==> config.mk <==
export PLATFORM = sky130hd
export DESIGN_NAME = serial_loaded_bank_mapper_flat
export DESIGN_NICKNAME = d
export VERILOG_FILES = /design/src/sbm_pkg.sv /design/src/sbm_req_if.sv /design/src/sbm_rsp_if.sv /design/src/sbm_front.sv /design/src/sbm_queue.sv /design/src/sbm_back.sv /design/src/serial_loaded_bank_mapper.sv /design/src/flat_wrapper.sv
export SDC_FILE = /design/constraint.sdc
export NUM_CORES = 1
export LEC_CHECK = 0
export ABC_AREA = 0
export BUFFER_PORTS_ARGS = -buffer_cell sky130_fd_sc_hd__clkbuf_2
export CORE_UTILIZATION = 48
export CTS_CLUSTER_SIZE = 8
export DETAILED_ROUTE_END_ITERATION = 10
export MAX_ROUTING_LAYER = met4
export PLACE_DENSITY = 0.71
export SYNTH_ARGS = -nofsm -noshare
export SYNTH_HDL_FRONTEND = slang
export SYNTH_SLANG_ARGS = --single-unit
==> constraint.sdc <==
create_clock -name i_clk -period 31.5 [get_ports i_clk]
set_clock_uncertainty 0.2 [all_clocks]
set_input_delay 6.3 -clock i_clk [delete_from_list [all_inputs] [get_ports i_clk]]
set_output_delay 6.3 -clock i_clk [all_outputs]
set_load 0.005 [all_outputs]
==> src/sbm_pkg.sv <==
// Shared types and constants for the serial-loaded bank mapper.
// No dependencies; used by every module under src.
`default_nettype none

package sbm_pkg;

    localparam int MAX_PRG_ROM_BANKS = 32;
    localparam int MAX_PRG_RAM_BANKS = 4;
    localparam int MAX_CHR_BANKS     = 32;

    localparam int CFG_DATA_W = 6;
    localparam int CFG_IDX_W  = 3;

    typedef enum logic [2:0] {
        TGT_NONE = 3'd0,
        TGT_OFF  = 3'd1,
        TGT_RAM  = 3'd2,
        TGT_ROM  = 3'd3,
        TGT_CHR  = 3'd4,
        TGT_REG  = 3'd5
    } t_target;

    typedef enum logic [CFG_IDX_W-1:0] {
        CFG_PRG_ROM_BANKS = 3'd0,
        CFG_PRG_RAM_BANKS = 3'd1,
        CFG_NV_RAM_FIRST  = 3'd2,
        CFG_CHR_BANKS     = 3'd3,
        CFG_CHR_IS_RAM    = 3'd4,
        CFG_START_MIRROR  = 3'd5
    } t_cfg_idx;

    // classified bus access as it travels from front to back
    typedef struct packed {
        t_target     cls;
        logic        wr;
        logic [15:0] addr;
        logic [7:0]  data;
    } t_item;

    typedef struct packed {
        logic  valid;
        t_item item;
    } t_qh;

endpackage

`default_nettype wire

==> src/sbm_req_if.sv <==
// Request channel of the bank mapper: one bus access per item.
// Standalone; no package use.
`default_nettype none

interface sbm_req_if;
    logic        valid;
    logic        ready;
    logic [1:0]  kind;
    logic [15:0] bus_address;
    logic [7:0]  write_byte;

    modport source (output valid, kind, bus_address, write_byte, input ready);
    modport sink   (input valid, kind, bus_address, write_byte, output ready);
endinterface

`default_nettype wire

==> src/sbm_rsp_if.sv <==
// Result channel of the bank mapper: one mapped access per item.
// Standalone; no package use.
`default_nettype none

interface sbm_rsp_if;
    logic        valid;
    logic        ready;
    logic [2:0]  target;
    logic [18:0] phys_offset;
    logic        mem_write;
    logic [7:0]  mem_data;
    logic        nv_write;
    logic [14:0] save_offset;
    logic [1:0]  mirror_mode;

    modport source (output valid, target, phys_offset, mem_write, mem_data, nv_write,
                    save_offset, mirror_mode, input ready);
    modport sink   (input valid, target, phys_offset, mem_write, mem_data, nv_write,
                    save_offset, mirror_mode, output ready);
endinterface

`default_nettype wire

==> src/sbm_front.sv <==
// Front end: takes bus accesses and sorts them by address region.
// Depends on sbm_pkg and sbm_req_if.
`default_nettype none

module sbm_front (
    sbm_req_if.sink       i_req,
    input  wire logic     i_full,
    output sbm_pkg::t_qh  o_push
);

    localparam logic [1:0] KIND_CPU_RD = 2'd0;
    localparam logic [1:0] KIND_CPU_WR = 2'd1;
    localparam logic [1:0] KIND_PPU_RD = 2'd2;
    localparam logic [1:0] KIND_PPU_WR = 2'd3;

    sbm_pkg::t_target cls;

    always_comb begin
        cls = sbm_pkg::TGT_NONE;
        case (i_req.kind)
            KIND_CPU_RD, KIND_CPU_WR: begin
                if (i_req.bus_address < 16'h4020) begin
                    cls = sbm_pkg::TGT_NONE;
                end else if (i_req.bus_address < 16'h6000) begin
                    cls = sbm_pkg::TGT_OFF;
                end else if (i_req.bus_address < 16'h8000) begin
                    cls = sbm_pkg::TGT_RAM;
                end else if (i_req.kind == KIND_CPU_RD) begin
                    cls = sbm_pkg::TGT_ROM;
                end else begin
                    cls = sbm_pkg::TGT_REG;
                end
            end
            KIND_PPU_RD, KIND_PPU_WR: begin
                cls = (i_req.bus_address < 16'h2000) ? sbm_pkg::TGT_CHR : sbm_pkg::TGT_NONE;
            end
            default: cls = sbm_pkg::TGT_NONE;
        endcase
    end

    assign i_req.ready     = !i_full;
    assign o_push.valid     = i_req.valid && !i_full;
    assign o_push.item.cls  = cls;
    assign o_push.item.wr   = i_req.kind[0];
    assign o_push.item.addr = i_req.bus_address;
    assign o_push.item.data = i_req.write_byte;

endmodule

`default_nettype wire

==> src/sbm_queue.sv <==
// Two-entry queue between the front end and the mapping back end.
// Depends on sbm_pkg.
`default_nettype none

module sbm_queue (
    input  wire logic    i_clk,
    input  wire logic    i_rst_n,
    input  sbm_pkg::t_qh i_push,
    output logic         o_full,
    output sbm_pkg::t_qh o_head,
    input  wire logic    i_pop
);

    sbm_pkg::t_item r_mem [2];
    logic           r_wp;
    logic           r_rp;
    logic [1:0]     r_cnt;
    logic [1:0]     n_cnt;

    assign o_full      = (r_cnt == 2'd2);
    assign o_head.valid = (r_cnt != 2'd0);
    assign o_head.item  = r_mem[r_rp];

    always_comb begin
        n_cnt = r_cnt;
        if (i_push.valid && !(i_pop && o_head.valid)) begin
            n_cnt = r_cnt + 2'd1;
        end else if (!i_push.valid && i_pop && o_head.valid) begin
            n_cnt = r_cnt - 2'd1;
        end
    end

    always_ff @(posedge i_clk) begin
        if (!i_rst_n) begin
            r_wp  <= 1'b0;
            r_rp  <= 1'b0;
            r_cnt <= 2'd0;
        end else begin
            r_cnt <= n_cnt;
            if (i_push.valid) begin
                r_wp <= !r_wp;
            end
            if (i_pop && o_head.valid) begin
                r_rp <= !r_rp;
            end
        end
    end

    always_ff @(posedge i_clk) begin
        if (i_push.valid) begin
            r_mem[r_wp] <= i_push.item;
        end
    end

endmodule

`default_nettype wire

==> src/sbm_back.sv <==
// Back end: mapper state, bank selection, bank wrap and result register.
// Depends on sbm_pkg and sbm_rsp_if.
`default_nettype none

module sbm_back (
    input  wire logic                            i_clk,
    input  wire logic                            i_rst_n,
    input  wire logic                            i_cfg_we,
    input  wire logic [sbm_pkg::CFG_IDX_W-1:0]   i_cfg_index,
    input  wire logic [sbm_pkg::CFG_DATA_W-1:0]  i_cfg_data,
    input  sbm_pkg::t_qh                         i_head,
    output logic                                 o_pop,
    sbm_rsp_if.source                            o_rsp
);

    localparam logic [1:0] PRG_32K_A     = 2'd0;
    localparam logic [1:0] PRG_32K_B     = 2'd1;
    localparam logic [1:0] PRG_FIX_FIRST = 2'd2;
    localparam logic [1:0] PRG_FIX_LAST  = 2'd3;
    localparam logic [1:0] SEL_CTRL      = 2'd0;
    localparam logic [1:0] SEL_CHR_LO    = 2'd1;
    localparam logic [1:0] SEL_CHR_HI    = 2'd2;
    localparam logic [1:0] SEL_PRG       = 2'd3;
    localparam logic [1:0] MIR_VERTICAL  = 2'd2;
    localparam logic [4:0] SHIFT_EMPTY   = 5'h10;
    localparam logic [4:0] OUTER_PRESET  = 5'h10;

    typedef struct packed {
        sbm_pkg::t_target tgt;
        logic [4:0]       raw;
        logic [5:0]       modn;
        logic [13:0]      off;
        logic             mw;
        logic [7:0]       data;
        logic [1:0]       mirror;
    } t_s2;

    typedef struct packed {
        sbm_pkg::t_target target;
        logic [18:0]      phys_offset;
        logic             mem_write;
        logic [7:0]       mem_data;
        logic             nv_write;
        logic [14:0]      save_offset;
        logic [1:0]       mirror_mode;
    } t_rsp;

    // configuration
    logic [5:0] r_prg_rom_banks, n_prg_rom_banks;
    logic [2:0] r_prg_ram_banks, n_prg_ram_banks;
    logic [2:0] r_nv_first,      n_nv_first;
    logic [5:0] r_chr_banks,     n_chr_banks;
    logic       r_chr_is_ram,    n_chr_is_ram;
    // mapper state
    logic [4:0] r_shift,  n_shift;
    logic [1:0] r_prg_mode, n_prg_mode;
    logic       r_chr_mode, n_chr_mode;
    logic [4:0] r_chr_lo, n_chr_lo;
    logic [4:0] r_chr_hi, n_chr_hi;
    logic [4:0] r_prg_bank, n_prg_bank;
    logic [1:0] r_mirror, n_mirror;

    logic       r_s2_valid;
    t_s2        r_s2;
    t_s2        s1;
    logic       r_out_valid;
    t_rsp       r_out;
    t_rsp       n_out;

    sbm_pkg::t_item h;
    logic       out_free;
    logic       s2_free;
    logic       take_reg;
    logic [4:0] loaded;

    logic [5:0] rom_n, rom_nm1, chr_n;
    logic [2:0] ram_n;
    logic       ram_ok;
    logic [1:0] ram_b;
    logic [4:0] rom_bank, rom_lo, rom_hi, rom_raw, chr_raw;

    logic [10:0] rem;
    logic [4:0]  bank;
    logic        nv_hit;

    assign h        = i_head.item;
    assign out_free = !r_out_valid || o_rsp.ready;
    assign s2_free  = !r_s2_valid || out_free;
    assign o_pop    = i_head.valid && s2_free;
    assign take_reg = o_pop && (h.cls == sbm_pkg::TGT_REG);

    // effective bank counts
    always_comb begin
        if (r_prg_rom_banks == 6'd0) begin
            rom_n = 6'd1;
        end else if (r_prg_rom_banks > 6'(sbm_pkg::MAX_PRG_ROM_BANKS)) begin
            rom_n = 6'(sbm_pkg::MAX_PRG_ROM_BANKS);
        end else begin
            rom_n = r_prg_rom_banks;
        end
        if (r_chr_banks == 6'd0) begin
            chr_n = 6'd1;
        end else if (r_chr_banks > 6'(sbm_pkg::MAX_CHR_BANKS)) begin
            chr_n = 6'(sbm_pkg::MAX_CHR_BANKS);
        end else begin
            chr_n = r_chr_banks;
        end
        if (r_prg_ram_banks > 3'(sbm_pkg::MAX_PRG_RAM_BANKS)) begin
            ram_n = 3'(sbm_pkg::MAX_PRG_RAM_BANKS);
        end else begin
            ram_n = r_prg_ram_banks;
        end
        rom_nm1 = rom_n - 6'd1;
    end

    // RAM bank selection and disable rules
    always_comb begin
        ram_ok = (ram_n != 3'd0) && !r_prg_bank[4]
              && !(r_chr_lo[4] && (rom_n <= 6'd16) && (chr_n == 6'd2)
                   && r_chr_is_ram && (ram_n == 3'd1));
        if ((ram_n == 3'd2) && (r_nv_first == 3'd1) && (chr_n >= 6'd4)) begin
            ram_b = {1'b0, r_chr_lo[4]};
        end else begin
            ram_b = {(ram_n == 3'd4) && r_chr_lo[2], (ram_n >= 3'd2) && r_chr_lo[3]};
        end
    end

    // PRG and CHR bank before wrap
    always_comb begin
        rom_bank = {(rom_n == 6'(sbm_pkg::MAX_PRG_ROM_BANKS)) && r_chr_lo[4], r_prg_bank[3:0]};
        case (r_prg_mode)
            PRG_32K_A, PRG_32K_B: begin
                rom_lo = {rom_bank[4:1], 1'b0};
                rom_hi = {rom_bank[4:1], 1'b1};
            end
            PRG_FIX_FIRST: begin
                rom_lo = {rom_bank[4], 4'd0};
                rom_hi = rom_bank;
            end
            PRG_FIX_LAST: begin
                rom_lo = rom_bank;
                rom_hi = {rom_bank[4], rom_nm1[3:0]};
            end
            default: begin
                rom_lo = rom_bank;
                rom_hi = rom_bank;
            end
        endcase
        rom_raw = h.addr[14] ? rom_hi : rom_lo;
        if (!r_chr_mode) begin
            chr_raw = {r_chr_lo[4:1], h.addr[12]};
        end else begin
            chr_raw = h.addr[12] ? r_chr_hi : r_chr_lo;
        end
    end

    // serial port and configuration writes
    always_comb begin
        n_prg_rom_banks = r_prg_rom_banks;
        n_prg_ram_banks = r_prg_ram_banks;
        n_nv_first      = r_nv_first;
        n_chr_banks     = r_chr_banks;
        n_chr_is_ram    = r_chr_is_ram;
        n_shift         = r_shift;
        n_prg_mode      = r_prg_mode;
        n_chr_mode      = r_chr_mode;
        n_chr_lo        = r_chr_lo;
        n_chr_hi        = r_chr_hi;
        n_prg_bank      = r_prg_bank;
        n_mirror        = r_mirror;
        loaded          = {h.data[0], r_shift[4:1]};
        if (take_reg) begin
            if (h.data[7]) begin
                n_shift    = SHIFT_EMPTY;
                n_prg_mode = PRG_FIX_LAST;
            end else if (!r_shift[0]) begin
                n_shift = loaded;
            end else begin
                n_shift = SHIFT_EMPTY;
                case (h.addr[14:13])
                    SEL_CTRL: begin
                        n_mirror   = loaded[1:0];
                        n_prg_mode = loaded[3:2];
                        n_chr_mode = loaded[4];
                    end
                    SEL_CHR_LO: n_chr_lo   = loaded;
                    SEL_CHR_HI: n_chr_hi   = loaded;
                    SEL_PRG:    n_prg_bank = loaded;
                    default:    n_prg_bank = loaded;
                endcase
            end
        end
        if (i_cfg_we) begin
            case (i_cfg_index)
                sbm_pkg::CFG_PRG_ROM_BANKS: begin
                    n_prg_rom_banks = i_cfg_data;
                    if (i_cfg_data >= 6'(sbm_pkg::MAX_PRG_ROM_BANKS)) begin
                        n_chr_lo = OUTER_PRESET;
                        n_chr_hi = OUTER_PRESET;
                    end
                end
                sbm_pkg::CFG_PRG_RAM_BANKS: n_prg_ram_banks = i_cfg_data[2:0];
                sbm_pkg::CFG_NV_RAM_FIRST:  n_nv_first      = i_cfg_data[2:0];
                sbm_pkg::CFG_CHR_BANKS:     n_chr_banks     = i_cfg_data;
                sbm_pkg::CFG_CHR_IS_RAM:    n_chr_is_ram    = i_cfg_data[0];
                sbm_pkg::CFG_START_MIRROR:  n_mirror        = i_cfg_data[1:0];
                default: ;
            endcase
        end
    end

    // stage 1: bank, wrap count and in-bank offset
    always_comb begin
        s1.tgt    = h.cls;
        s1.raw    = 5'd0;
        s1.modn   = 6'd1;
        s1.off    = 14'd0;
        s1.mw     = 1'b0;
        s1.data   = h.data;
        s1.mirror = n_mirror;
        case (h.cls)
            sbm_pkg::TGT_RAM: begin
                if (ram_ok) begin
                    s1.raw  = {3'd0, ram_b};
                    s1.modn = {3'd0, ram_n};
                    s1.off  = {1'b0, h.addr[12:0]};
                    s1.mw   = h.wr;
                end else begin
                    s1.tgt = sbm_pkg::TGT_OFF;
                end
            end
            sbm_pkg::TGT_ROM: begin
                s1.raw  = rom_raw;
                s1.modn = rom_n;
                s1.off  = h.addr[13:0];
            end
            sbm_pkg::TGT_CHR: begin
                s1.raw  = chr_raw;
                s1.modn = chr_n;
                s1.off  = {2'd0, h.addr[11:0]};
                s1.mw   = h.wr && r_chr_is_ram;
            end
            default: ;
        endcase
    end

    // stage 2: bank modulo count by restoring subtraction, then offsets
    always_comb begin
        rem = {6'd0, r_s2.raw};
        for (int i = 4; i >= 0; i--) begin
            if (rem >= (11'(r_s2.modn) << i)) begin
                rem = rem - (11'(r_s2.modn) << i);
            end
        end
        bank = rem[4:0];
        nv_hit = (r_s2.tgt == sbm_pkg::TGT_RAM) && r_s2.mw
              && ({1'b0, bank[1:0]} >= r_nv_first);

        n_out.target      = r_s2.tgt;
        n_out.mem_write   = r_s2.mw;
        n_out.mem_data    = r_s2.mw ? r_s2.data : 8'd0;
        n_out.nv_write    = nv_hit;
        n_out.save_offset = nv_hit ? {bank[1:0] - r_nv_first[1:0], r_s2.off[12:0]} : 15'd0;
        n_out.mirror_mode = r_s2.mirror;
        case (r_s2.tgt)
            sbm_pkg::TGT_ROM: n_out.phys_offset = {bank, r_s2.off};
            sbm_pkg::TGT_RAM: n_out.phys_offset = {4'd0, bank[1:0], r_s2.off[12:0]};
            sbm_pkg::TGT_CHR: n_out.phys_offset = {2'd0, bank, r_s2.off[11:0]};
            default:          n_out.phys_offset = 19'd0;
        endcase
    end

    always_ff @(posedge i_clk) begin
        if (!i_rst_n) begin
            r_prg_rom_banks <= 6'd2;
            r_prg_ram_banks <= 3'd0;
            r_nv_first      <= 3'd4;
            r_chr_banks     <= 6'd2;
            r_chr_is_ram    <= 1'b0;
            r_shift         <= SHIFT_EMPTY;
            r_prg_mode      <= PRG_FIX_LAST;
            r_chr_mode      <= 1'b0;
            r_chr_lo        <= 5'd0;
            r_chr_hi        <= 5'd0;
            r_prg_bank      <= 5'd0;
            r_mirror        <= MIR_VERTICAL;
            r_s2_valid      <= 1'b0;
            r_out_valid     <= 1'b0;
        end else begin
            r_prg_rom_banks <= n_prg_rom_banks;
            r_prg_ram_banks <= n_prg_ram_banks;
            r_nv_first      <= n_nv_first;
            r_chr_banks     <= n_chr_banks;
            r_chr_is_ram    <= n_chr_is_ram;
            r_shift         <= n_shift;
            r_prg_mode      <= n_prg_mode;
            r_chr_mode      <= n_chr_mode;
            r_chr_lo        <= n_chr_lo;
            r_chr_hi        <= n_chr_hi;
            r_prg_bank      <= n_prg_bank;
            r_mirror        <= n_mirror;
            if (s2_free) begin
                r_s2_valid <= i_head.valid;
            end
            if (out_free) begin
                r_out_valid <= r_s2_valid;
            end
        end
    end

    always_ff @(posedge i_clk) begin
        if (o_pop) begin
            r_s2 <= s1;
        end
        if (out_free && r_s2_valid) begin
            r_out <= n_out;
        end
    end

    assign o_rsp.valid       = r_out_valid;
    assign o_rsp.target      = r_out.target;
    assign o_rsp.phys_offset = r_out.phys_offset;
    assign o_rsp.mem_write   = r_out.mem_write;
    assign o_rsp.mem_data    = r_out.mem_data;
    assign o_rsp.nv_write    = r_out.nv_write;
    assign o_rsp.save_offset = r_out.save_offset;
    assign o_rsp.mirror_mode = r_out.mirror_mode;

    a_marker_kept: assert property (@(posedge i_clk) disable iff (!i_rst_n)
        r_shift != 5'd0)
        else $error("shift register lost its marker bit");

    a_reset_cmd: assert property (@(posedge i_clk) disable iff (!i_rst_n)
        take_reg && h.data[7] && !i_cfg_we |=> (r_shift == SHIFT_EMPTY) && (r_prg_mode == PRG_FIX_LAST))
        else $error("reset command did not clear the serial port");

    a_s2_hold: assert property (@(posedge i_clk) disable iff (!i_rst_n)
        r_s2_valid && r_out_valid && !o_rsp.ready |=> r_s2_valid && $stable(r_s2))
        else $error("stage 2 item changed while the result register was stalled");

    a_nv_is_write: assert property (@(posedge i_clk) disable iff (!i_rst_n)
        r_out_valid && r_out.nv_write |-> r_out.mem_write && (r_out.target == sbm_pkg::TGT_RAM))
        else $error("battery-backed write flagged without a RAM write");

endmodule

`default_nettype wire

==> src/serial_loaded_bank_mapper.sv <==
// Serial-loaded bank mapper: maps CPU and PPU bus accesses onto PRG-ROM,
// PRG-RAM and CHR offsets. One result per accepted item, in order. The front
// end classifies an access in the cycle it is accepted and writes it into a
// two-entry queue; the back end takes one item per cycle, unless the result
// register is stalled, through two registered stages (bank selection with
// serial register update, then a five-step bank wrap and offset assembly):
// the stage-2 register, then the result register. The sustained rate is one
// item per cycle while results are taken.
// Depends on sbm_pkg, sbm_req_if, sbm_rsp_if, sbm_front, sbm_queue, sbm_back.
`default_nettype none

module serial_loaded_bank_mapper (
    input  wire logic                            i_clk,
    input  wire logic                            i_rst_n,
    sbm_req_if.sink                              i_req,
    sbm_rsp_if.source                            o_rsp,
    input  wire logic                            i_cfg_we,
    input  wire logic [sbm_pkg::CFG_IDX_W-1:0]   i_cfg_index,
    input  wire logic [sbm_pkg::CFG_DATA_W-1:0]  i_cfg_data
);

    sbm_pkg::t_qh push;
    sbm_pkg::t_qh head;
    logic         full;
    logic         pop;

    sbm_front u_front (
        .i_req  (i_req),
        .i_full (full),
        .o_push (push)
    );

    sbm_queue u_queue (
        .i_clk   (i_clk),
        .i_rst_n (i_rst_n),
        .i_push  (push),
        .o_full  (full),
        .o_head  (head),
        .i_pop   (pop)
    );

    sbm_back u_back (
        .i_clk       (i_clk),
        .i_rst_n     (i_rst_n),
        .i_cfg_we    (i_cfg_we),
        .i_cfg_index (i_cfg_index),
        .i_cfg_data  (i_cfg_data),
        .i_head      (head),
        .o_pop       (pop),
        .o_rsp       (o_rsp)
    );

endmodule

`default_nettype wire

==> src/flat_wrapper.sv <==
// flat-port wrapper written by rule: the top's interface ports become plain ports
module serial_loaded_bank_mapper_flat 
  (i_clk, i_rst_n, i_cfg_we, i_cfg_index, i_cfg_data, i_req_valid, i_req_kind, i_req_bus_address, i_req_write_byte, i_req_ready, o_rsp_valid, o_rsp_target, o_rsp_phys_offset, o_rsp_mem_write, o_rsp_mem_data, o_rsp_nv_write, o_rsp_save_offset, o_rsp_mirror_mode, o_rsp_ready);
  sbm_req_if i_req_i ();
  sbm_rsp_if o_rsp_i ();
  input  wire logic i_clk;
  input  wire logic i_rst_n;
  input  wire logic i_cfg_we;
  input  wire logic [sbm_pkg::CFG_IDX_W-1:0] i_cfg_index;
  input  wire logic [sbm_pkg::CFG_DATA_W-1:0] i_cfg_data;
  input wire logic [$bits(i_req_i.valid)-1:0] i_req_valid;
  input wire logic [$bits(i_req_i.kind)-1:0] i_req_kind;
  input wire logic [$bits(i_req_i.bus_address)-1:0] i_req_bus_address;
  input wire logic [$bits(i_req_i.write_byte)-1:0] i_req_write_byte;
  output wire logic [$bits(i_req_i.ready)-1:0] i_req_ready;
  output wire logic [$bits(o_rsp_i.valid)-1:0] o_rsp_valid;
  output wire logic [$bits(o_rsp_i.target)-1:0] o_rsp_target;
  output wire logic [$bits(o_rsp_i.phys_offset)-1:0] o_rsp_phys_offset;
  output wire logic [$bits(o_rsp_i.mem_write)-1:0] o_rsp_mem_write;
  output wire logic [$bits(o_rsp_i.mem_data)-1:0] o_rsp_mem_data;
  output wire logic [$bits(o_rsp_i.nv_write)-1:0] o_rsp_nv_write;
  output wire logic [$bits(o_rsp_i.save_offset)-1:0] o_rsp_save_offset;
  output wire logic [$bits(o_rsp_i.mirror_mode)-1:0] o_rsp_mirror_mode;
  input wire logic [$bits(o_rsp_i.ready)-1:0] o_rsp_ready;
  assign i_req_i.valid = i_req_valid;
  assign i_req_i.kind = i_req_kind;
  assign i_req_i.bus_address = i_req_bus_address;
  assign i_req_i.write_byte = i_req_write_byte;
  assign i_req_ready = i_req_i.ready;
  assign o_rsp_valid = o_rsp_i.valid;
  assign o_rsp_target = o_rsp_i.target;
  assign o_rsp_phys_offset = o_rsp_i.phys_offset;
  assign o_rsp_mem_write = o_rsp_i.mem_write;
  assign o_rsp_mem_data = o_rsp_i.mem_data;
  assign o_rsp_nv_write = o_rsp_i.nv_write;
  assign o_rsp_save_offset = o_rsp_i.save_offset;
  assign o_rsp_mirror_mode = o_rsp_i.mirror_mode;
  assign o_rsp_i.ready = o_rsp_ready;
  serial_loaded_bank_mapper u_core (.i_clk(i_clk), .i_rst_n(i_rst_n), .i_req(i_req_i), .o_rsp(o_rsp_i), .i_cfg_we(i_cfg_we), .i_cfg_index(i_cfg_index), .i_cfg_data(i_cfg_data));
endmodule
# Word-level counts from Yosys, hierarchy flattened
# Memories as Yosys holds them, arrays and structs flattened. A register that Yosys moved wholly into a read port is not among the register bits.
# Index checks and enable logic that the tools add are counted.
totals:
  ff_bits: 138
  mem_bits_rw: 56
  in_bits: 40
  out_inout_bits: 51
  elab_cells: 201
  n_memories: 1
classes:
  add_sub_neg: 9
  magnitude_cmp: 17
  eq_ne: 28
  mux: 59
  bitwise_logic: 1
  reduce_logical: 55
memory_table:
  columns: ["memory", "depth", "width", "read_ports", "rd_clocked_by_memory_dff", "write_ports", "line_no", "rtl"]
  rows:
  - ["u_core.u_queue.r_mem", 2, 28, 1, 1, 1, "sbm_queue.sv:14", "sbm_pkg::t_item r_mem [2];"]
op_table:
  columns: ["op", "count"]
  rows:
  - ["5-bit 2-to-1 mux", 20]
  - ["25-bit one-hot mux with 3 select lines", 1]
  - ["19-bit one-hot mux with 3 select lines", 1]
  - ["11-bit 2-to-1 mux", 4]
  - ["16-bit by 15-bit less-than comparator with 1-bit output, second input constant", 2]
  - ["5-bit one-hot mux with 3 select lines", 2]
  - ["2-bit 2-to-1 mux", 12]
  - ["3-bit 2-to-1 mux", 8]
  - ["6-bit 2-to-1 mux", 4]
  - ["23-bit 2-to-1 mux", 1]
  - ["1-bit logical AND", 22]
  - ["3-bit by 2-bit equality test with 1-bit output, second input constant", 7]
  - ["3-bit equality test, second input constant", 6]
  - ["16-bit by 14-bit less-than comparator with 1-bit output, second input constant", 1]
  - ["16-bit less-than comparator, second input constant", 1]
  - ["2-bit equality test, second input constant", 7]
  - ["6-bit > comparator, second input constant", 2]
  - ["6-bit zero test", 2]
  - ["11-bit by 6-bit greater-or-equal comparator with 1-bit output", 1]
  - ["11-bit by 7-bit greater-or-equal comparator with 1-bit output", 1]
  - ["11-bit by 8-bit greater-or-equal comparator with 1-bit output", 1]
  - ["11-bit by 9-bit greater-or-equal comparator with 1-bit output", 1]
  - ["11-bit by 7-bit subtractor with 11-bit output", 1]
  - ["11-bit by 8-bit subtractor with 11-bit output", 1]
  - ["32 further kinds", 60]

# Longest topological paths before layout
# Gate-level depths: netlist of the first run.
depth:
  depth_word: 12
  mapped_depth: 48
  depth_no_buf: 46

# Cells and area by module
# A second synthesis of the first run with hierarchy kept.
unflattened:
  hier_cells: 823
  hier_area_um2: 9788.1
by_module_without_submodules:
  columns: ["mod", "instances", "cells_per_inst", "area_per_inst_um2", "seq_area_each_um2"]
  rows:
  - ["sbm_back", 1, 671, 7179.4, 3563.4]
  - ["sbm_queue", 1, 112, 2336.0, 1781.7]
  - ["sbm_front", 1, 40, 272.8, 0.0]

# Worst setup path before layout of the first run
# OpenSTA, ideal clock, no wires.
synth_timing:
  path_type: "reg2reg"
  from: "register u_core.u_back.r_s2[25] (netlist bit)"
  to: "register u_core.u_back.r_out (netlist bit u_core.u_back.o_rsp.save_offset[10]), data pin"
  setup_ns: 0.255
  arrival_ns: 10.163
  required_ns: 31.045
  path_slack_ns: 20.882
  path_stages_with_launch: 43
  path_buffers: 2
  period_less_slack_ns: 10.618
  path_cell_list: "edfxtp_1 > ha_1 > or4b_1 > or4_4 > clkinv_4 > ha_1 > or3_1 > o221ai_1 > o21ai_2 > or3_1 > buf_4 > o21ai_0 > inv_1 > ha_1 > nor2b_1 > o31ai_1 > a211o_1 > nand2_1 > [... 7 more ...] > o31a_1 > o211ai_2 > nor3_4 > mux2_2 > ha_1 > a21oi_1 > nor2b_1 > o21ai_0 > nand2b_1 > a221oi_2 > o221ai_4 > mux2_4 > ha_1 > nand2b_1 > a21oi_1 > nor2_1 > clkbuf_1 > and2_1"
synth_rtl:
  columns: ["item", "line_no", "rtl"]
  rows:
  - ["from (decl)", "sbm_back.sv:64", "t_s2 r_s2;"]
  - ["from (signal assigned)", "sbm_back.sv:313", "r_s2 <= s1;"]
  - ["to (signal assigned)", "sbm_back.sv:316", "r_out <= n_out;"]
  - ["to (decl)", "sbm_back.sv:67", "t_rsp r_out;"]

# Worst setup path in the final report of the first run
layout_timing:
  from: "register u_core.u_back.r_s2[25] (netlist bit)"
  to: "register u_core.u_back.r_out (netlist bit u_core.u_back.o_rsp.save_offset[5]), data pin"
layout_via:
  elab_chain_len: 12
  word_cells_on_any_way: 17
  classes_between: "add/sub: 5; order compare: 6; mux: 5; reduce/logical: 1"
layout_lines:
  columns: ["item", "line_no", "rtl"]
  rows:
  - ["5-bit by 10-bit subtractor with 11-bit output or 5-bit by 10-bit greater-or-equal comparator with 1-bit output (tied branches)", "sbm_back.sv:252, sbm_back.sv:251", null]
  - ["11-bit 2-to-1 mux", "sbm_back.sv:251", "if (rem >= (11'(r_s2.modn) << i)) begin"]
  - ["11-bit by 9-bit subtractor with 11-bit output or 11-bit by 9-bit greater-or-equal comparator with 1-bit output (tied branches)", "sbm_back.sv:252, sbm_back.sv:251", null]
  - ["11-bit 2-to-1 mux", "sbm_back.sv:251", null]
  - ["11-bit by 8-bit subtractor with 11-bit output or 11-bit by 8-bit greater-or-equal comparator with 1-bit output (tied branches)", "sbm_back.sv:252, sbm_back.sv:251", null]
  - ["11-bit 2-to-1 mux", "sbm_back.sv:251", null]
  - ["11-bit by 7-bit subtractor with 11-bit output or 11-bit by 7-bit greater-or-equal comparator with 1-bit output (tied branches)", "sbm_back.sv:252, sbm_back.sv:251", null]
  - ["11-bit 2-to-1 mux", "sbm_back.sv:251", null]
  - ["11-bit by 6-bit greater-or-equal comparator with 1-bit output or 5-bit subtractor (tied branches)", "sbm_back.sv:251, sbm_back.sv:252", null]
  - ["5-bit 2-to-1 mux *", "sbm_back.sv:251", null]
  - ["2-bit by 3-bit greater-or-equal comparator with 1-bit output *", "sbm_back.sv:257", "&& ({1'b0, bank[1:0]} >= r_nv_first);"]
  - ["1-bit logical AND *", "sbm_back.sv:257", null]
# Mark *: on every way between the ends. The rest lies on a longest branch, timed or not.
# A chain may end at the register's enable or synchronous reset.

==> metrics, run 1 <==
Synth top cells by count=142 x edfxtp_1, 96 x nor2_1, 64 x mux2i_1, 63 x nand2_1, 51 x dfxtp_1; Yosys Warn Count=0; critical path class=register to register; area of the mapped netlist=9620 sq um; run status=complete, no violations; Peak VDD IR=0.0472 mV; setup bufs post-CTS=0; Final GP Congestion=0.896; post-route cell area=11000 sq um; CTS resizes=0; largest family of logic cells by synthesized area=simple AND/OR/NAND/NOR gates; number of top-level pins=91; full die area=20600 sq um; post-synthesis mux area share=8.76%; Yosys top cell area share=44.3%; most used cell, CP=ha_1; ys flop type=edfxtp_1; CTS Root Cell=clkbuf_16; Die W=144 microns; gr ovfl total=0; Fmax achieved=82.9 MHz; CP arrival=12160 ps; standard-cell rows=51; final WL=20.2 mm; final period utilization=38.3%; H-tree levels=4; crit start category=register; worst slew pin tran=1020 ps; nets=1011; Sink Count=193; iteration-0 DRC count of the detailed router=394; post-DR wirelength/cell=16.6 microns; cells after synthesis=841; unrepaired setup endpoints after global routing=false; Post-synth EDFFs=142; Yosys top cell by area=edfxtp_1; ys async rst share=0%; slowest cell on the critical path=o31ai_1; Worst Path Max Fanout=14; DR pass1 iterations=5; Syn Nets=913; Final Hold Vio Count=0; worst path required time=31600 ps; setup TNS=0 ps; CTS buffer count=17; clk buf depth=2; DR vias=6713; Clock Latency Late Sink=430 ps; max incr delay on CP=770 ps; post-synthesis sequential area ratio=54.9%; Die Y=144 microns; Synth Area in Compound Gates=11.7%; Adder-Cell Fraction of Synth Area=4.47%; hold bufs inserted after CTS=0; CTS tree=yes; largest net degree at the start of global routing=50; DRT antenna net count=0; utilization after layout=56.3%; Final Max Slew Viols=0; simple-gate share of the synthesized area=16.9%; max_cap viols=0; xor/xnor cell area share of the yosys netlist=1.27%; Finish-stage setup viols=0; Fillers=1673; Slew HR=31.1%; overall routing resource usage=21.2%; placed inst area=10400 sq um; Setup crit end kind=register; Initial Util=49.3%; vias in the first global route=6459; synthesized flop and latch total=193; buffers added on ports=90; clock period minus worst slack=12060 ps; class of the worst hold path=register to register; Static Leak=0.00421 uW; top-count cell post-synth=edfxtp_1; Yosys cell types=82; Core Area=19500 sq um; pwr/cell area=61.1 nW/um^2; Layout Area Growth over Synthesis=14.2%; # DRC=0; post-DP HPWL=14.6 mm; initial antenna violation count=0; first-pass GRT wire length=32.7 mm; ratio of cells with drive above 1 in the final layout=18.2%; diode count=0; largest cells by area after synthesis=edfxtp_1 44%, dfxtp_1 11%, mux2i_1 6.7%; drt via density=5.52; clock-pin slew on the worst setup and hold paths=70 ps; Mean Syn Cell Area=11.4 sq um; hold_ws=234 ps
-- per-layer routing --
| metal | vias up | share of wire, % | track usage (%) |
|---|---|---|---|
| met1 | 3209 | 46 | 26.9 |
| li1 | 3326 | - | - |
| met2 | 145 | 49 | 34.0 |
| met3 | 33 | 3.2 | 4.13 |
| met4 | 0 | 2.0 | 6.94 |
| met5 | - | 0 | - |
-- path summary, 6_finish.rpt --
path	from	endpoint	slack, ps	depth (start not counted)
hold reg to reg	u_core.u_back.n_out[0]$_DFFE_PP_	u_core.u_back.o_rsp.mirror_mode[0]$_DFFE_PP_	230	0
setup / recovery	u_core.u_back.r_s2[25]$_DFFE_PP_	u_core.u_back.o_rsp.save_offset[5]$_SDFFCE_PN0P_	19440	42
setup reg to reg	u_core.u_back.r_s2[25]$_DFFE_PP_	u_core.u_back.o_rsp.save_offset[5]$_SDFFCE_PN0P_	19440	42
hold / removal	u_core.u_back.n_out[0]$_DFFE_PP_	u_core.u_back.o_rsp.mirror_mode[0]$_DFFE_PP_	230	0
-- cell families after synthesis --
logic type      count (synthesis)
simple gates                  315
flops                         193
compound gates                158
mux                            81
buf+inv                        48
fa+ha+maj                      32
xor+xnor                       14
-- cells in the final DEF (no fill, tap or decap), types with 7 or more instances in the layout --
cell type  count
xnor2_1        9
and2_1        26
nand3_1       16
a31oi_1        7
o22ai_1        8
inv_1         27
dfxtp_1       51
a211oi_1      10
clkbuf_16     17
nand2b_1      11
ha_1          28
a21oi_1       40
nand2_1       63
nor2b_1       28
o21ai_0       26
buf_4          7
nor2_1        95
edfxtp_1     142
clkbuf_2      90
or3_1         10
nor3_1        17
mux2i_1       64
nor4_1         8
mux2_2        14
o21a_1         7
-- stage by stage --
step | setup WS [ps] | power (uW) | cells
after global placement | 19880 | 465 | 1185
final | 19440 | 672 | 1217
after CTS | 19510 | 675 | 1217
after floorplan | 20880 | 429 | 841
after detailed placement | 19540 | 466 | 1185
after global routing | 18270 | 706 | 1217
-- final cells by class --
cell class	instances	area [sq um]	share of cell area [%]
inverter	30	118	1.07
multi-input combinational	600	4170	37.9
timing repair buffer	97	503	4.58
sequential	193	5290	48.1
clock buffer	19	433	3.94
clock inverter	13	146	1.33
tap	265	332	3.02
-- registers in the layout, summed over array words and instances (netlist names), 2 cells and up, named ones only --
signal and flops:
u_core.u_queue.r_cnt 2, u_core.u_back.r_shift 5, u_core.u_back.r_prg_mode 2, u_core.u_back.r_mirror 2, u_core.u_back.n_out 6, u_core.u_back.r_chr_lo 5
u_core.u_back.r_chr_banks 6, u_core.u_back.o_rsp.target 3, u_core.u_back.o_rsp.mirror_mode 2, u_core.u_back.o_rsp.phys_offset 19, u_core.u_queue.r_mem 54, u_core.u_back.r_prg_ram_banks 3
u_core.u_back.r_chr_hi 5, u_core.u_back.r_s2 33, u_core.u_back.o_rsp.mem_data 8, u_core.u_back.r_prg_rom_banks 6, u_core.u_back.o_rsp.save_offset 15, u_core.u_back.r_nv_first 3
u_core.u_back.r_prg_bank 5
-- worst max-delay path, delay by kind of cell, from the launching register on --
family | cells | cell delay, ps
adders and majority gates | 6 | 1880
buffers and inverters | 2 | 190
DFF | 1 | 460
and+or+nand+nor | 16 | 4270
muxes | 3 | 960
AOI/OAI and AO/OA | 15 | 3940
-- report_power, final --
group | switching [uW] | internal, uW
registers | 6.48 | 289
clock network | 96.1 | 112
logic | 95.7 | 72.4
total | 198 | 473
(Power assumes the default switching activity.)
==> inputs of run 2 (changes only) <==
--- a/config.mk
+++ b/config.mk
@@ -5,13 +5,13 @@
 export SDC_FILE = /design/constraint.sdc
 export NUM_CORES = 1
 export LEC_CHECK = 0
-export ABC_AREA = 0
+export ABC_AREA = 1
 export BUFFER_PORTS_ARGS = -buffer_cell sky130_fd_sc_hd__clkbuf_2
 export CORE_UTILIZATION = 48
 export CTS_CLUSTER_SIZE = 8
 export DETAILED_ROUTE_END_ITERATION = 10
 export MAX_ROUTING_LAYER = met4
-export PLACE_DENSITY = 0.71
+export PLACE_DENSITY = 0.73
 export SYNTH_ARGS = -nofsm -noshare
 export SYNTH_HDL_FRONTEND = slang
 export SYNTH_SLANG_ARGS = --single-unit
==> constraint.sdc (replaced) <==
create_clock -name i_clk -period 10.5 [get_ports i_clk]
set_clock_uncertainty 0.2 [all_clocks]
set_input_delay 2.1 -clock i_clk [delete_from_list [all_inputs] [get_ports i_clk]]
set_output_delay 2.1 -clock i_clk [all_outputs]
set_load 0.005 [all_outputs]
==> metrics, run 2 <==
max_cap viols=0 (unchanged); Post-synth EDFFs=142 (unchanged); DR pass1 iterations=6 (+1); class of the worst hold path=register to register; post-DR wirelength/cell=14.6 microns (-12%); Synth top cells by count=153 x nand2_1, 144 x inv_1, 142 x edfxtp_1, 122 x nor2_1, 73 x o21ai_0; Peak VDD IR=0.127 mV (+170%); buffers added on ports=90 (unchanged); post-place setup slack=681 ps (-18860 ps); Slew HR=45.1% (+14 points); ys flop type=edfxtp_1; xor/xnor cell area share of the yosys netlist=1.49% (+0.21 points); Yosys top cell area share=45.3% (+0.97 points); largest cells by area after synthesis=edfxtp_1 45%, dfxtp_1 11%, nand2_1 6.1%; hold_ws=253 ps (+18.8 ps); commonest cells after routing, fill and taps aside=153 x nand2_1, 142 x inv_1, 142 x edfxtp_1, 119 x nor2_1, 90 x clkbuf_2; hold bufs inserted after CTS=0 (unchanged); worst slew pin tran=816 ps (-203 ps); Fmax achieved=105 MHz (+26%); synthesized flop and latch total=193 (unchanged); Die Y=142 microns (-1.1%); max FFs per register=54 (unchanged); Yosys Warn Count=0 (unchanged); final setup margin=939 ps (-18500 ps); commonest non-fill, non-tap cell in the layout=nand2_1; first-pass GRT wire length=32.5 mm (-0.49%); clk buf depth=2 (unchanged); placed inst area=10200 sq um (-2.1%); Yosys cell types=52 (-37%); # DRC=0 (unchanged); Initial Util=49.7% (+0.39 points); Setup crit end kind=register; DRT antenna net count=0 (unchanged); largest net degree at the start of global routing=50 (unchanged); Yosys top cell by area=edfxtp_1; GR Util met3=3.57% (-0.57 points); vias in the first global route=6756 (+4.6%); Final Max Slew Viols=0 (unchanged); initial antenna violation count=0 (unchanged); GR peak layer=met2; slowest cell on the critical path=edfxtp_1; Adder-Cell Fraction of Synth Area=4.57% (+0.098 points); diode count=0 (unchanged); cells after synthesis=992 (+18%); iteration-0 DRC count of the detailed router=411 (+4.3%); standard-cell rows=50 (-2.0%); ys async rst share=0% (unchanged); final period utilization=91.1% (+53 points); Worst Path Max Fanout=15 (+1); crit start category=register; critical path class=register to register; full die area=20200 sq um (-2.1%); number of top-level pins=91 (unchanged); CTS buffer count=17 (unchanged); top-count cell post-synth=nand2_1; run status=complete, no violations; unrepaired setup endpoints after global routing=false; ratio of cells with drive above 1 in the final layout=17.2% (-0.93 points); post-synthesis sequential area ratio=56.1% (+1.2 points); max incr delay on CP=470 ps (-300 ps); area of the mapped netlist=9420 sq um (-2.1%); met1 Track Usage GR=26.9% (about the same); Cells after DPL=1332 (+12%); overall routing resource usage=21.4% (+0.25 points); GR Util met2=35.0% (+1.0 points); Die W=142 microns (-1.1%); drt via density=5.20 (-5.7%); final WL=20.0 mm (-1.4%); largest family of logic cells by synthesized area=simple AND/OR/NAND/NOR gates; clock-pin slew on the worst setup and hold paths=70 ps (about the same); Clock Latency Late Sink=430 ps (about the same); Finish-stage setup viols=0 (unchanged); clock period minus worst slack=9560 ps (-2500 ps); Layout Area Growth over Synthesis=14.8%; worst path required time=10560 ps (-21040 ps); post-DP HPWL=14.6 mm (-0.17%); pwr/cell area=179 nW/um^2 (+190%); Syn Nets=1064 (+17%); Final Hold Vio Count=0 (unchanged); Synth Area in Compound Gates=11.0% (-0.74 points); Non-Filler Instances=1368 (+12%); Mean Syn Cell Area=9.49 sq um (-17%); simple-gate share of the synthesized area=19.5% (+2.7 points); Fillers=1624 (-2.9%); CTS tree=yes; post-route cell area=10800 sq um (-1.6%); DR vias=7119 (+6.0%); Largest Register=u_core.u_queue.r_mem; CTS Root Cell=clkbuf_16; Static Leak=0.00455 uW (+8.1%); Core Area=19000 sq um (-2.9%); CP arrival=9620 ps (-2540 ps); Sink Count=193 (unchanged); H-tree levels=4 (unchanged); nets=1167 (+15%); Final GP Congestion=0.903 (+0.76%); gr ovfl total=0 (unchanged); post-synthesis mux area share=0.425% (-8.3 points); setup TNS=0 ps (unchanged); most used cell, CP=nand2_1
==> run 2: cell types whose count changed after synthesis, moves of 14 or more <==
cell	change
nand2_1	+90
nor2b_1	-29
mux2i_1	-60
inv_1	+117
and2_1	-25
nor2_1	+26
a21oi_1	+17
o21ai_0	+47
mux2_2	-14
nand3_1	+26
==> run 2: worst paths after layout <==
kind	from	end	slack, ps	depth (start not counted)
max	u_core.u_back.r_s2[25]$_DFFE_PP_	u_core.u_back.o_rsp.save_offset[14]$_SDFFCE_PN0P_	940	55
max reg2reg	u_core.u_back.r_s2[25]$_DFFE_PP_	u_core.u_back.o_rsp.save_offset[14]$_SDFFCE_PN0P_	940	55
min	u_core.u_back.n_out[1]$_DFFE_PP_	u_core.u_back.o_rsp.mirror_mode[1]$_DFFE_PP_	250	0
min reg2reg	u_core.u_back.n_out[1]$_DFFE_PP_	u_core.u_back.o_rsp.mirror_mode[1]$_DFFE_PP_	250	0
==> run 2: timing repair <==
action | in CTS | in global routing
endpoints found under the setup margin | 0 | 15
gates resized for setup | 0 | 4
setup buffers | 0 | 4
==> run 2: final cells by class <==
type	instances	area, sq um	area share (%)
Clock buffer	17	425	3.93
Clock inverter	15	159	1.47
Inverter	155	588	5.44
Multi-Input combinational cell	628	3500	32.4
Sequential cell	193	5290	48.9
Tap cell	260	325	3.01
Timing Repair Buffer	100	526	4.86
==> run 2: kinds of logic after synthesis <==
family                   Yosys count
flip-flops                       193
adder cells (fa/ha/maj)           32
XOR/XNOR                          16
multiplexers                       4
AO/OA/AOI/OAI                    180
AND/OR/NAND/NOR                  396
buffers and inverters            171
==> run 2: where the power goes <==
part / switching (uW) / internal [uW] / total (uW)
Clock: 305 / 319 / 624
Combinational: 278 / 157 / 435
Sequential: 14.4 / 858 / 873
==> run 2: critical path: cells and delay by family (launching register included) <==
kind,cells,cell delay (ps)
AOI/OAI and AO/OA,16,3090
adders and majority gates,6,2150
buffers and inverters,6,630
DFF,1,470
and+or+nand+nor,27,2840
==> run 2: metrics by stage <==
stage	total power (uW)	utilization (%)
after global routing	2040	57.0
final	1930	57.0
after global placement	1310	53.7
after detailed placement	1320	53.7
after floorplan	1220	-
after CTS	1940	56.8
==> run 2: per-layer routing <==
metal,vias up,wire length (microns)
li1,3582,-
met1,3323,8910
met2,181,9770
met3,33,879
met4,0,388
met5,-,0
==> inputs of run 3 (changes only) <==
--- a/config.mk
+++ b/config.mk
@@ -7,11 +7,12 @@
 export LEC_CHECK = 0
 export ABC_AREA = 1
 export BUFFER_PORTS_ARGS = -buffer_cell sky130_fd_sc_hd__clkbuf_2
-export CORE_UTILIZATION = 48
+export CORE_UTILIZATION = 54
 export CTS_CLUSTER_SIZE = 8
 export DETAILED_ROUTE_END_ITERATION = 10
 export MAX_ROUTING_LAYER = met4
-export PLACE_DENSITY = 0.73
+export PLACE_DENSITY = 0.81
+export SLEW_MARGIN = 40
 export SYNTH_ARGS = -nofsm -noshare
 export SYNTH_HDL_FRONTEND = slang
 export SYNTH_SLANG_ARGS = --single-unit
==> metrics, run 3 (synthesis results as in run 2) <==
run status=complete, no violations; vias in the first global route=6985 (+3.4%); nets=1165 (-0.17%); met1 Track Usage GR=29.6% (+2.7 points); largest net degree at the start of global routing=49 (-2.0%); worst flop-to-flop path startpoint=u_core.u_back.r_s2[25]$_DFFE_PP_; initial antenna violation count=0 (unchanged); Final Hold Vio Count=0 (unchanged); first-pass GRT wire length=33.5 mm (+2.9%); Fillers=1316 (-19%); DRT antenna net count=0 (unchanged); commonest non-fill, non-tap cell in the layout=nand2_1; max FFs per register=54 (unchanged); clk buf depth=2 (unchanged); post-DP HPWL=14.8 mm (+1.6%); most used cell, CP=nand2_1; Largest Register=u_core.u_queue.r_mem; Die W=134 microns (-5.6%); Clock Latency Late Sink=440 ps (about the same); pwr/cell area=182 nW/um^2 (+1.8%); NetSw=605 uW (+1.2%); Slew HR=44.2% (-0.99 points); Sink Count=193 (unchanged); final period utilization=92.5% (+1.4 points); total power=1960 uW (+1.4%); critical path class=register to register; Core Area=16800 sq um (-11%); switching share of power=30.9% (-0.050 points); register share of total power=44.7% (-0.5 points); CTS tree=yes; setup TNS=0 ps (unchanged); drt via density=5.46 (+4.9%); final WL=20.6 mm (+3.4%); max incr delay on CP=480 ps (about the same); clock period minus worst slack=9710 ps (+152 ps); CP arrival=9790 ps (+170 ps); clock-pin slew on the worst setup and hold paths=70 ps (about the same); Peak VDD IR=0.150 mV (+18%); DR pass1 iterations=5 (-1); slowest cell on the critical path=edfxtp_1; Initial Util=56.0% (+6.3 points); overall routing resource usage=24.7% (+3.2 points); iteration-0 DRC count of the detailed router=694 (+69%); DR vias=7238 (+1.7%); GR Util met2=42.2% (+7.2 points); CP startpoint=u_core.u_back.r_s2[25]$_DFFE_PP_; Layout Area Growth over Synthesis=14.3%; Static Leak=0.00454 uW (about the same); standard-cell rows=47 (-6.0%); ratio of cells with drive above 1 in the final layout=17.5% (+0.21 points); Hold Crit Start=u_core.u_back.n_out[1]$_DFFE_PP_; Final GP Congestion=0.983 (+8.9%); Worst Path Max Fanout=15 (unchanged); Int Pwr=1350 uW (+1.5%); CTS buffer count=17 (unchanged); diode count=0 (unchanged); CTS Root Cell=clkbuf_16; crit start category=register; buffers added on ports=90 (unchanged); gr ovfl total=0 (unchanged); GR peak layer=met2; # DRC=0 (unchanged); Non-Filler Instances=1326 (-3.1%); full die area=18000 sq um (-11%); Final Max Slew Viols=0 (unchanged); worst slew pin tran=831 ps (+14.7 ps); post-DR wirelength/cell=15.6 microns (+6.7%); Finish-stage setup viols=0 (unchanged); H-tree levels=4 (unchanged); Fmax achieved=103 MHz (-1.6%); Clock power frac=32.2% (about the same); worst path required time=10580 ps (+20 ps); number of top-level pins=91 (unchanged); class of the worst hold path=register to register; GR Util met3=4.20% (+0.63 points); commonest cells after routing, fill and taps aside=153 x nand2_1, 142 x edfxtp_1, 141 x inv_1, 118 x nor2_1, 90 x clkbuf_2; Setup crit end kind=register; Cells after DPL=1291 (-3.1%); Logic pwr share=23.1% (+0.6 points); final setup margin=787 ps (-152 ps); Die Y=134 microns (-5.6%); hold_ws=234 ps (-19.2 ps); max_cap viols=0 (unchanged); post-place setup slack=472 ps (-209 ps)
## run 3: power by group through the flow
stage                     clock network (uW)  registers (uW)  logic, uW
final                                    630             876        452
after global routing                     669             879        508
after CTS                                637             876        441
after detailed placement                   0             892        433
after global placement                     0             891        419
after floorplan                            0             887        334
## run 3: layer usage
layer  up-vias  routed length [microns]
met3        41                     1100
met2       262                    10400
met4         0                      473
met1      3378                     8640
met5         -                        0
li1       3557                        -
## run 3: worst paths after layout
kind	to	slack, ps	cells past startpoint
worst max-delay path	u_core.u_back.o_rsp.save_offset[14]$_SDFFCE_PN0P_	790	54
worst min-delay path	u_core.u_back.o_rsp.mirror_mode[1]$_DFFE_PP_	230	0
worst max register to register	u_core.u_back.o_rsp.save_offset[14]$_SDFFCE_PN0P_	790	54
worst min register to register	u_core.u_back.o_rsp.mirror_mode[1]$_DFFE_PP_	230	0
## run 3: final cells by class
class                   instances  area [sq um]  share of cell area, %
clock inverters                14           149                   1.38
clock buffers                  18           429                   3.99
repair buffers                 98           510                   4.74
multi-input cells             628          3520                   32.7
well taps                     220           275                   2.56
flip-flops and latches        193          5290                   49.1
inverters                     155           592                   5.50
## run 3: worst max-delay path: cells and delay by family (launching register included)
| kind | cells | cell delay, ps |
|---|---|---|
| compound gates | 16 | 3050 |
| fa+ha+maj | 6 | 2260 |
| buf+inv | 6 | 570 |
| flops | 1 | 480 |
| simple gates | 26 | 3040 |
## run 3: metrics by stage
step	util (%)	area, sq um
final	64.0	10800
after detailed placement	60.2	10100
after global routing	64.0	10800
after global placement	60.2	10100
after floorplan	-	9420
after CTS	63.7	10700
## run 3: repair_timing
item,4_1_cts,5_1_grt
endpoints found under the setup margin,0,16
buffers inserted,0,3
resized for setup,0,8
hold buffers,0,0
